==> config.mk <==
export PLATFORM = sky130hd
export DESIGN_NAME = n2r_pixel_conv
export DESIGN_NICKNAME = d
export VERILOG_FILES = /design/src/sv/n2r_pkg.sv /design/src/sv/n2r_pixel_conv.sv
export SDC_FILE = /design/constraint.sdc
export NUM_CORES = 1
export LEC_CHECK = 0
export BUFFER_PORTS_ARGS = -buffer_cell sky130_fd_sc_hd__buf_2
export CAP_MARGIN = 0
export CORE_MARGIN = 4
export CORE_UTILIZATION = 62
export CTS_BUF_LIST = sky130_fd_sc_hd__clkbuf_8
export DETAILED_ROUTE_END_ITERATION = 7
export HOLD_SLACK_MARGIN = 0.12
export PLACE_DENSITY = 0.8
export SLEW_MARGIN = 10
export SYNTH_ARGS = -nofsm -noshare
export SYNTH_HDL_FRONTEND = slang
export SYNTH_SLANG_ARGS = --single-unit
==> constraint.sdc <==
create_clock -name clk_i -period 6.7 [get_ports clk_i]
set_clock_uncertainty 0.15 [all_clocks]
set_input_delay 2.01 -clock clk_i [delete_from_list [all_inputs] [get_ports clk_i]]
set_output_delay 2.01 -clock clk_i [all_outputs]
set_load 0.02 [all_outputs]
==> src/sv/n2r_pkg.sv <==
package n2r_pkg;

  // BT.601 studio-range coefficients, 8-bit fraction
  localparam int unsigned CoefY  = 298;
  localparam int unsigned CoefRv = 409;
  localparam int unsigned CoefGu = 100;
  localparam int unsigned CoefGv = 208;
  localparam int unsigned CoefBu = 516;

  localparam int unsigned Round     = 128;
  localparam int unsigned LumaOfs   = 16;
  localparam int unsigned ChromaOfs = 128;
  localparam logic [7:0]  AlphaOpaque = 8'd255;

  // width of the fixed-point channel sums
  localparam int unsigned SumW = 20;

  typedef logic signed [SumW-1:0] sum_t;

  typedef struct packed {
    logic [7:0] r;
    logic [7:0] g;
    logic [7:0] b;
  } rgb_t;

  // floor shift by the fraction, then clamp to 0..255
  function automatic logic [7:0] sat8(sum_t s);
    logic [7:0] res;
    if (s[SumW-1]) begin
      res = 8'd0;
    end else if (|s[SumW-2:16]) begin
      res = 8'd255;
    end else begin
      res = s[15:8];
    end
    return res;
  endfunction

endpackage

==> src/sv/n2r_pixel_conv.sv <==
// Two-stage YUV to RGB for one pixel: constant products, then sums and clamp.
module n2r_pixel_conv (
  input  logic              clk_i,
  input  logic              en_i,
  input  logic [7:0]        luma_i,
  input  logic signed [8:0] d_i,
  input  logic signed [8:0] e_i,
  output n2r_pkg::rgb_t     pix_o
);
  import n2r_pkg::*;

  logic [7:0] c;
  sum_t py_q, pre_q, pgd_q, pge_q, pbd_q;
  sum_t sr, sg, sb;
  rgb_t pix_q;

  // luma offset, clamped below at zero
  assign c = (luma_i < 8'(LumaOfs)) ? 8'd0 : (luma_i - 8'(LumaOfs));

  // stage A: one constant multiply per term
  always_ff @(posedge clk_i) begin
    if (en_i) begin
      py_q  <= SumW'($signed({1'b0, c}) * $signed(CoefY));
      pre_q <= SumW'(e_i * $signed(CoefRv));
      pgd_q <= SumW'(d_i * $signed(CoefGu));
      pge_q <= SumW'(e_i * $signed(CoefGv));
      pbd_q <= SumW'(d_i * $signed(CoefBu));
    end
  end

  // stage B: sums with rounding
  assign sr = py_q + pre_q + sum_t'(Round);
  assign sg = py_q - pgd_q - pge_q + sum_t'(Round);
  assign sb = py_q + pbd_q + sum_t'(Round);

  always_ff @(posedge clk_i) begin
    if (en_i) begin
      pix_q.r <= sat8(sr);
      pix_q.g <= sat8(sg);
      pix_q.b <= sat8(sb);
    end
  end

  assign pix_o = pix_q;

endmodule

==> impl_metrics.csv, run 1 <==
group,metric,value,unit
run_status,status,"completed",
synth,syn_inst,994,
sta,fmaxAchievable,167,MHz
clock_network,post_cts_buffers,0,
die,die_y,139,µm
synth,ys.flop_type,"edfxtp_1",
global_routing,gr-usage-met3,2.50,%
route,finalWirelength,19800,µm
synth,ys_ff_latch,101,
die,die_w,139,µm
sta,tightest_slew,963,ps
die,rows,47,
sta,finalSetupTns,0,ps
route,ant_nets,0,
global_routing,grt_first_pass_wirelength,33600,µm
setup_path,start_kind,"input port",
route,drt-pass1-iter-count,7,
die,core,0.0168,mm²
synth,synth_edf_count,101,
sta,maxSlewViolCount,0,
clock_network,cts_buffers,9,
clock_network,cts_tree,"built",
pwr,vdd_drop_max,0.000302,V
job,maxCapViolCount,0,
pwr,p_comb_share,70.7,%
global_routing,gr-total-overflow,0,
clock_network,clock_latency,370,ps
sta,period_needed,5990,ps
final_layout,design_area,0.0114,mm²
final_layout,drive_above_1_share,7.64,%
final_layout,layout_commonest_cell,"ha_1",
placed_design,placed_cell_area,0.0112,mm²
pwr,seqPwrFrac,21.7,%
synth,syn_area,0.0107,mm²
final_layout,fill_cells,1262,
clock_network,clkTransAtPathRegs,90,ps
clock_network,cts_max_level,3,
pwr,p_leak,0.00583,µW
route,vias,7176,
final_layout,antenna_cells,0,
clock_network,postCtsHoldBufs,0,
setup_path,cp.required,6800,ps
final_layout,syn2layout_area_growth,6.95,%
pwr,p_int,2820,µW
sta,setup_viol,0,
pwr,powerDensity,463,mW/mm²
placed_design,post-dp-hpwl,16600,µm
synth,ys_warn_count,0,
synth,postSynthAreaPerCell,10.7,µm²
clock_network,cts-root-buf,"clkbuf_8",
route,dr.first_iter.drc_count,424,
placed_design,gp_congestion,0.890,
route,via_per_inst,5.61,
setup_path,path_class,"input port to flop",
clock_network,cts_num_sinks,101,
die,initial_core_util,63.7,%
route,wl_per_cell,15.5,µm
final_layout,nNetsFinal,1398,
sta,slew_headroom,35.7,%
route,route.detailed.drc,0,
sta,rsz0062_at_grt,"no",
global_routing,top_usage_layer,"met2",
sta,timing.final.crit_share,89.4,%
synth,async_flop_share,0,%
die,die_area,0.0194,mm²
final_layout,final_cell_mix,"ha_1, inv_1, edfxtp_1",
synth,seq_area_frac_synth,28.4,%
global_routing,grt_util_met2,36.2,%
global_routing,grt_usage,21.3,%
setup_path,worstPathMaxFanout,7,
setup_path,cp_data_arrival_time,6090,ps
global_routing,grt_max_degree,64,
clock_network,clock_path_buffers,2,
placed_design,io_buffers,51,
sta,hold_ws,782,ps
sta,final-hold-violation-count,0,
setup_path,end_kind,"flop",
pwr,p_switching,2470,µW
global_routing,grt_antenna_before_repair,0,
pwr,swShare,46.7,%
die,num_io_pins,52,
synth,syn_nets,1334,
pwr,clock_power_share,7.6,%
worst_hold_path,holdCritPathClass,"flop to flop",
clock_network,ctsResizeCount,0,
final_layout,final_util,68.1,%
synth,synthDistinctLibCells,62,
global_routing,use_met1,28.6,%
global_routing,grt_pass1_vias,7173,
sequential cells by signal, indices dropped and copies added, names as in the netlist:
name   count
py_q      16
pgd_q     12
pre_q     19
pge_q     12
pix_o     24
pbd_q     18
area by class of cell:
cell class,instances,area [µm²],share of cell area [%]
sequential,101,3030,26.6
multi-input combinational,706,6940,60.8
tap,220,275,2.41
timing repair buffer,54,280,2.45
clock inverter,4,67.6,0.592
inverter,186,698,6.11
clock buffer,9,124,1.08
metal layers:
layer  vias to the layer above  wire (µm)  part of all wire [%]
met1                      3387       9250                    47
met4                         0        461                   2.3
li1                       3627          -                     -
met2                       133       9370                    47
met3                        29        724                   3.7
met5                         -          0                     0
through the flow:
step                      cells  worst slack [ps]  power (µW)
after floorplan             994               535        4000
after global placement     1267               444        4730
after detailed placement   1267               333        4840
after CTS                  1280               717        5290
after global routing       1280               324        5810
final                      1280               710        5290
critical path, stage by stage:
cell and delay [ps]:
buf_2 100, inv_1 50, ha_1 220, nor3b_1 150
buf_4 150, nor2_1 260, ha_1 300, ha_1 280
inv_1 60, fa_1 500, fa_1 550, inv_1 40
ha_1 330, inv_1 70, o21bai_1 80, a21oi_1 210
o21ai_0 190, a2111oi_0 400, nand3b_1 150
path summary, 6_finish.rpt:
| kind | from | endpoint | slack, ps | depth (start not counted) |
|---|---|---|---|---|
| hold / removal | pbd_q[19] | pix_o[1] | 780 | 2 |
| hold reg to reg | pbd_q[19] | pix_o[1] | 780 | 2 |
| setup reg to reg | py_q[6] | pix_o[10] | 2650 | 10 |
| setup / recovery | luma_i[4] | py_q[15] | 710 | 19 |
power by group through the flow:
| stage | clock network (µW) | logic, µW | registers (µW) |
|---|---|---|---|
| after floorplan | 0 | 2820 | 1180 |
| after global placement | 0 | 3570 | 1150 |
| after detailed placement | 0 | 3680 | 1160 |
| after CTS | 408 | 3730 | 1150 |
| after global routing | 437 | 4210 | 1170 |
| final | 402 | 3740 | 1150 |
cell families after synthesis:
family | after synthesis | synth area share [%]
fa+ha+maj | 312 | 40.4
mux | 2 | 0.187
flops | 101 | 28.4
compound gates | 194 | 12.5
xor+xnor | 69 | 5.66
buf+inv | 187 | 6.58
simple gates | 129 | 6.28
synthesized netlist by cell type (9+ instances only):
cell / number / area, µm²
o21ai_0: 17 / 85.1
a21oi_1: 71 / 355
nor2_1: 31 / 116
nand3_1: 13 / 65.1
nor3_1: 12 / 60.1
xor2_1: 18 / 158
a21o_1: 30 / 225
fa_1: 55 / 1100
nand2_1: 24 / 90.1
o21bai_1: 13 / 97.6
xnor2_1: 51 / 447
ha_1: 257 / 3220
edfxtp_1: 101 / 3030
nor2b_1: 12 / 75.1
o21a_1: 9 / 67.6
inv_1: 186 / 698
o31a_1: 9 / 78.8
Power figures use the tool's default switching activity.
==> run 2, diff against run 1 <==
Settings changed: BUFFER_PORTS_ARGS -buffer_cell sky130_fd_sc_hd__buf_2 to default, CORE_UTILIZATION 62 to 30, DONT_BUFFER_PORTS from default to 1, PLACE_DENSITY 0.8 to 0.47.
==> impl_metrics.csv, run 2 (same netlist as run 1, synthesis figures left out) <==
group,metric,value,unit
route,route.detailed.drc,0,
placed_design,dp_slack,168,ps
sta,fmaxAchievable,163,MHz
setup_path,cp.required,6820,ps
die,die_y,197,µm
setup_path,worstPathMaxFanout,7,
setup_path,timing.critical_path.mode_cell,"ha_1",
die,core,0.0348,mm²
sta,maxSlewViolCount,0,
die,num_io_pins,52,
sta,final-hold-violation-count,0,
final_layout,antenna_cells,0,
route,wl_met2,9300,µm
sta,slew_headroom,37.9,%
final_layout,largest_reg_flops,24,
die,initial_core_util,30.7,%
pwr,p_leak,0.00562,µW
global_routing,grt_first_pass_wirelength,36500,µm
clock_network,cts_buffers,9,
route,dr.first_iter.drc_count,224,
global_routing,gr-total-overflow,0,
sta,finalSetupTns,0,ps
setup_path,cp_data_arrival_time,6270,ps
global_routing,grt_usage,11.8,%
pwr,power.total,5290,µW
global_routing,grt_antenna_before_repair,0,
sta,rsz0062_at_grt,"no",
placed_design,placed_cell_area,0.0113,mm²
clock_network,post_cts_buffers,0,
route,routedLengthMet1,11600,µm
pwr,vdd_drop_max,0.000191,V
route,via_per_inst,4.63,
route,finalWirelength,21900,µm
die,die_area,0.0387,mm²
sta,setup_viol,0,
route,highest_layer,"met4",
setup_path,cp_cell_sequence,"inv_1 -> ha_1 -> nor3b_1 -> nor2b_1 -> ha_1 -> ha_1 -> ha_1 -> ha_1 -> fa_1 -> a21o_1 -> a21oi_1 -> o21bai_1 -> a21oi_1 -> o21ai_0 -> a2111oi_0 -> nand3b_1",
global_routing,grt_max_degree,102,
final_layout,design_area,0.0115,mm²
route,wl_per_cell,15.0,µm
job,maxCapViolCount,0,
setup_path,cpPeakStageDelay,640,ps
final_layout,final_cell_mix,"ha_1, inv_1, edfxtp_1",
clock_network,cts_num_sinks,101,
clock_network,cts-root-buf,"clkbuf_8",
final_layout,syn2layout_area_growth,7.32,%
clock_network,clkTransAtPathRegs,120,ps
route,ant_nets,0,
setup_path,end_kind,"flop",
worst_hold_path,holdCritPathClass,"flop to flop",
global_routing,grt_pass1_vias,6998,
placed_design,io_buffers,0,
placed_design,post-dp-hpwl,18200,µm
setup_path,crit_slowest_cell,"nor3b_1",
placed_design,gp_congestion,0.765,
route,drt-pass1-iter-count,4,
clock_network,postCtsHoldBufs,0,
clock_network,clock_path_buffers,2,
sta,timing.final.crit_share,91.7,%
clock_network,cts_max_level,3,
final_layout,layout_commonest_cell,"ha_1",
sta,tightest_slew,930,ps
die,die_w,197,µm
die,rows,68,
run_status,status,"completed",
route,vias,6785,
sta,hold_ws,813,ps
clock_network,ctsResizeCount,0,
final_layout,fill_cells,3536,
pwr,powerDensity,462,mW/mm²
final_layout,drive_above_1_share,3.27,%
setup_path,path_class,"input port to flop",
clock_network,cts_tree,"built",
setup_path,start_kind,"input port",
sta,fin_ws,555,ps
route,wl_met3,762,µm
sta,period_needed,6140,ps
final_layout,nNetsFinal,1345,
clock_network,clock_latency,400,ps
## run 2: cell count changes in the layout (fill, tap and decap cells not counted)
cell,change
buf_2,-50
buf_4,-3
bufinv_16,-1
clkinv_1,-1
clkinvlp_4,+1
inv_1,-1
inv_6,+3
inv_8,+2
## run 2: worst max-delay path, delay by kind of cell
kind,cells,cell delay (ps)
buf+inv,1,30
fa+ha+maj,6,1850
compound gates,6,1330
simple gates,3,1030
## run 2: metrics by stage
stage	utilization, %	instances
final	32.9	1465
after global routing	32.9	1465
after global placement	32.3	1449
after CTS	32.9	1465
after detailed placement	32.3	1449
after floorplan	-	994
## run 2: path summary, 6_finish.rpt
check / start / end / slack (ps) / depth (start not counted)
setup reg to reg: py_q[6] / pix_o[13] / 2670 / 10
setup / recovery: luma_i[4] / py_q[15] / 560 / 16
hold reg to reg: pbd_q[19] / pix_o[4] / 810 / 2
hold / removal: pbd_q[19] / pix_o[4] / 810 / 2
## run 2: area by class of cell
type                    instances  area (µm²)  share of cell area, %
repair buffers                  1        7.51                 0.0655
well taps                     455         569                   4.97
clock inverters                 7        86.3                  0.753
inverters                     186         698                   6.09
multi-input cells             706        6940                   60.6
flip-flops and latches        101        3030                   26.5
clock buffers                   9         124                   1.08
## run 2: routing by layer
metal,GRT usage (%),vias to the layer above
met2,18.3,71
met5,0,-
li1,-,3518
met3,2.14,19
met1,17.2,3177
met4,2.57,0
## run 2: report_power, final
| part | internal [µW] | switching [µW] |
|---|---|---|
| Clock | 182 | 253 |
| Combinational | 1540 | 2050 |
| Sequential | 1020 | 244 |
| Total | 2750 | 2550 |
==> run 3, diff against run 2 <==
Settings changed: ABC_AREA from default to 1, MAX_ROUTING_LAYER from default to met4.
==> impl_metrics.csv, run 3 <==
group,metric,value,unit
run_status,status,"completed",
synth,synth_top_area_share,27.9,%
synth,synthTopCellsByArea,"ha_1, edfxtp_1, fa_1",
setup_path,timing.critical_path.mode_cell,"fa_1",
synth,ys_ff_latch,101,
global_routing,grt_first_pass_wirelength,41900,µm
clock_network,postCtsHoldBufs,0,
setup_path,path_buf_inv,2,
pwr,p_leak,0.00639,µW
placed_design,post-dp-hpwl,21400,µm
setup_path,r2r_slack,3350,ps
sta,finalSetupTns,0,ps
global_routing,grt_max_degree,102,
pwr,p_comb_share,71.2,%
synth,syn_nets,1636,
clock_network,cts_tree,"built",
die,die_w,204,µm
sta,tightest_slew,552,ps
final_layout,layout_commonest_cell,"ha_1",
clock_network,post_cts_buffers,0,
die,initial_core_util,30.5,%
clock_network,clkTransAtPathRegs,110,ps
setup_path,start_kind,"input port",
final_layout,largest_reg_flops,24,
setup_path,reg2reg_to,"pix_o[8]",
clock_network,cts-root-buf,"clkbuf_8",
clock_network,clock_path_buffers,2,
clock_network,cts_buffers,9,
route,wl_per_cell,13.8,µm
pwr,powerDensity,477,mW/mm²
route,finalWirelength,25200,µm
setup_path,worstPathMaxFanout,6,
sta,slew_headroom,63.2,%
sta,rsz0062_at_grt,"no",
setup_path,r2r-start,"py_q[16]",
setup_path,path_class,"input port to flop",
die,core,0.0378,mm²
worst_hold_path,hold_start,"pbd_q[19]",
route,ant_nets,0,
pwr,seqPwrFrac,21.1,%
setup_path,cp_data_arrival_time,5640,ps
clock_network,clock_latency,390,ps
synth,synthDistinctLibCells,43,
global_routing,grt_util_met2,19.3,%
placed_design,gp_congestion,0.856,
final_layout,drive_above_1_share,3.81,%
global_routing,grt_antenna_before_repair,0,
worst_hold_path,whs_path_depth,4,
clock_network,ctsResizeCount,0,
die,rows,71,
synth,ys_warn_count,0,
route,via_per_inst,4.49,
clock_network,cts_max_level,3,
die,die_area,0.0417,mm²
route,vias,8188,
final_layout,syn2layout_area_growth,7.55,%
global_routing,top_usage_layer,"met2",
placed_design,placed_cell_area,0.0122,mm²
synth,synth.most_common_cell,"ha_1",
global_routing,gr-usage-met3,1.52,%
setup_path,end_kind,"flop",
job,maxCapViolCount,0,
final_layout,antenna_cells,0,
sta,final-hold-violation-count,0,
synth,async_flop_share,0,%
setup_path,crit_slowest_cell,"fa_1",
synth,ys_top_cells_by_count,"ha_1, inv_1, nand2_1, edfxtp_1, a21oi_1",
pwr,p_int,2810,µW
die,die_y,204,µm
global_routing,gr-total-overflow,0,
route,route.detailed.drc,0,
synth,synth_edf_count,101,
final_layout,design_area,0.0124,mm²
global_routing,grt_usage,12.9,%
final_layout,nNetsFinal,1648,
placed_design,io_buffers,0,
sta,setup_viol,0,
sta,fmaxAchievable,177,MHz
final_layout,final_cell_mix,"ha_1, inv_1, nand2_1",
setup_path,cp_cell_sequence,"fa_1 -> fa_1 -> inv_1 -> fa_1 -> inv_1 -> fa_1 -> ha_1 -> ha_1 -> a21oi_1 -> o21ai_0 -> a21oi_1 -> o21ai_0 -> xor2_1",
pwr,p_switching,3110,µW
setup_path,cpPeakStageDelay,520,ps
synth,syn_inst,1296,
route,dr.first_iter.drc_count,361,
pwr,swShare,52.5,%
die,num_io_pins,52,
sta,period_needed,5650,ps
sta,timing.final.crit_share,84.3,%
pwr,clock_power_share,7.7,%
sta,maxSlewViolCount,0,
global_routing,use_met1,18.5,%
pwr,vdd_drop_max,0.000230,V
setup_path,cp_top_family,"adder cells",
global_routing,grt_pass1_vias,8253,
route,drt-pass1-iter-count,5,
synth,ys.flop_type,"edfxtp_1",
setup_path,worst-r2r-cell-count,11,
worst_hold_path,min_to,"pix_o[0]",
worst_hold_path,holdCritPathClass,"flop to flop",
synth,postSynthAreaPerCell,8.91,µm²
synth,yosys.area.top_type,"ha_1",
clock_network,cts_num_sinks,101,
synth,seq_area_frac_synth,26.3,%
synth,syn_area,0.0115,mm²
setup_path,cp.required,6700,ps
run 3: tightest hold or removal path: cells and delay by family (launching register included):
kind	cells	cell delay [ps]
flops	1	370
simple gates	3	320
buf+inv	1	40
run 3: kinds of logic (layout without fill, tap and decap cells):
logic type / count (synthesis) / count (layout) / share of synthesized area (%)
AOI/OAI and AO/OA: 150 / 150 / 7.34
buffers and inverters: 252 / 269 / 8.19
xor gates and xnor gates: 63 / 63 / 4.94
adders and majority gates: 312 / 312 / 37.4
DFF: 101 / 101 / 26.3
and+or+nand+nor: 418 / 418 / 15.9
run 3: how the worst max path moves through the flow:
stage          startpoint        end  cells past startpoint
3_3_place_gp       e_i[6]  pre_q[15]                     13
5_1_grt         luma_i[5]   py_q[16]                     19
4_1_cts            e_i[6]  pre_q[15]                     13
6_report           e_i[6]  pre_q[15]                     13
2_1_floorplan   luma_i[4]   py_q[12]                     16
3_5_place_dp       e_i[6]  pre_q[15]                     13
run 3: per-layer routing:
metal	vias to the layer above	share of wire, %
li1	4313	-
met1	3757	53
met2	98	43
met3	20	2.5
met4	0	2.0
met5	-	0
run 3: power groups by stage:
stage          Combinational, µW  Sequential [µW]  Clock [µW]
2_1_floorplan               3290             1180           0
3_3_place_gp                4250             1280           0
3_5_place_dp                4240             1280           0
4_1_cts                     4270             1260         475
5_1_grt                     4890             1280         500
6_report                    4220             1250         458
run 3: through the flow:
step / instances / power [µW] / util, % / setup WS (ps) / hold slack, ps
after detailed placement: 1808 / 5520 / 32.2 / 601 / 663
after floorplan: 1296 / 4470 / - / 782 / 576
final: 1824 / 5930 / 32.8 / 1050 / 659
after CTS: 1824 / 6010 / 32.8 / 1060 / 677
after global placement: 1808 / 5530 / 32.2 / 646 / 652
after global routing: 1824 / 6660 / 32.8 / 831 / 739
run 3: layout make-up:
cell class | count | area (µm²)
Clock buffer | 9 | 124
Inverter | 252 | 946
Fill cell | 4032 | 25400
Multi-Input combinational cell | 943 | 7570
Tap cell | 511 | 639
Timing Repair Buffer | 1 | 7.51
Sequential cell | 101 | 3030
Clock inverter | 7 | 101
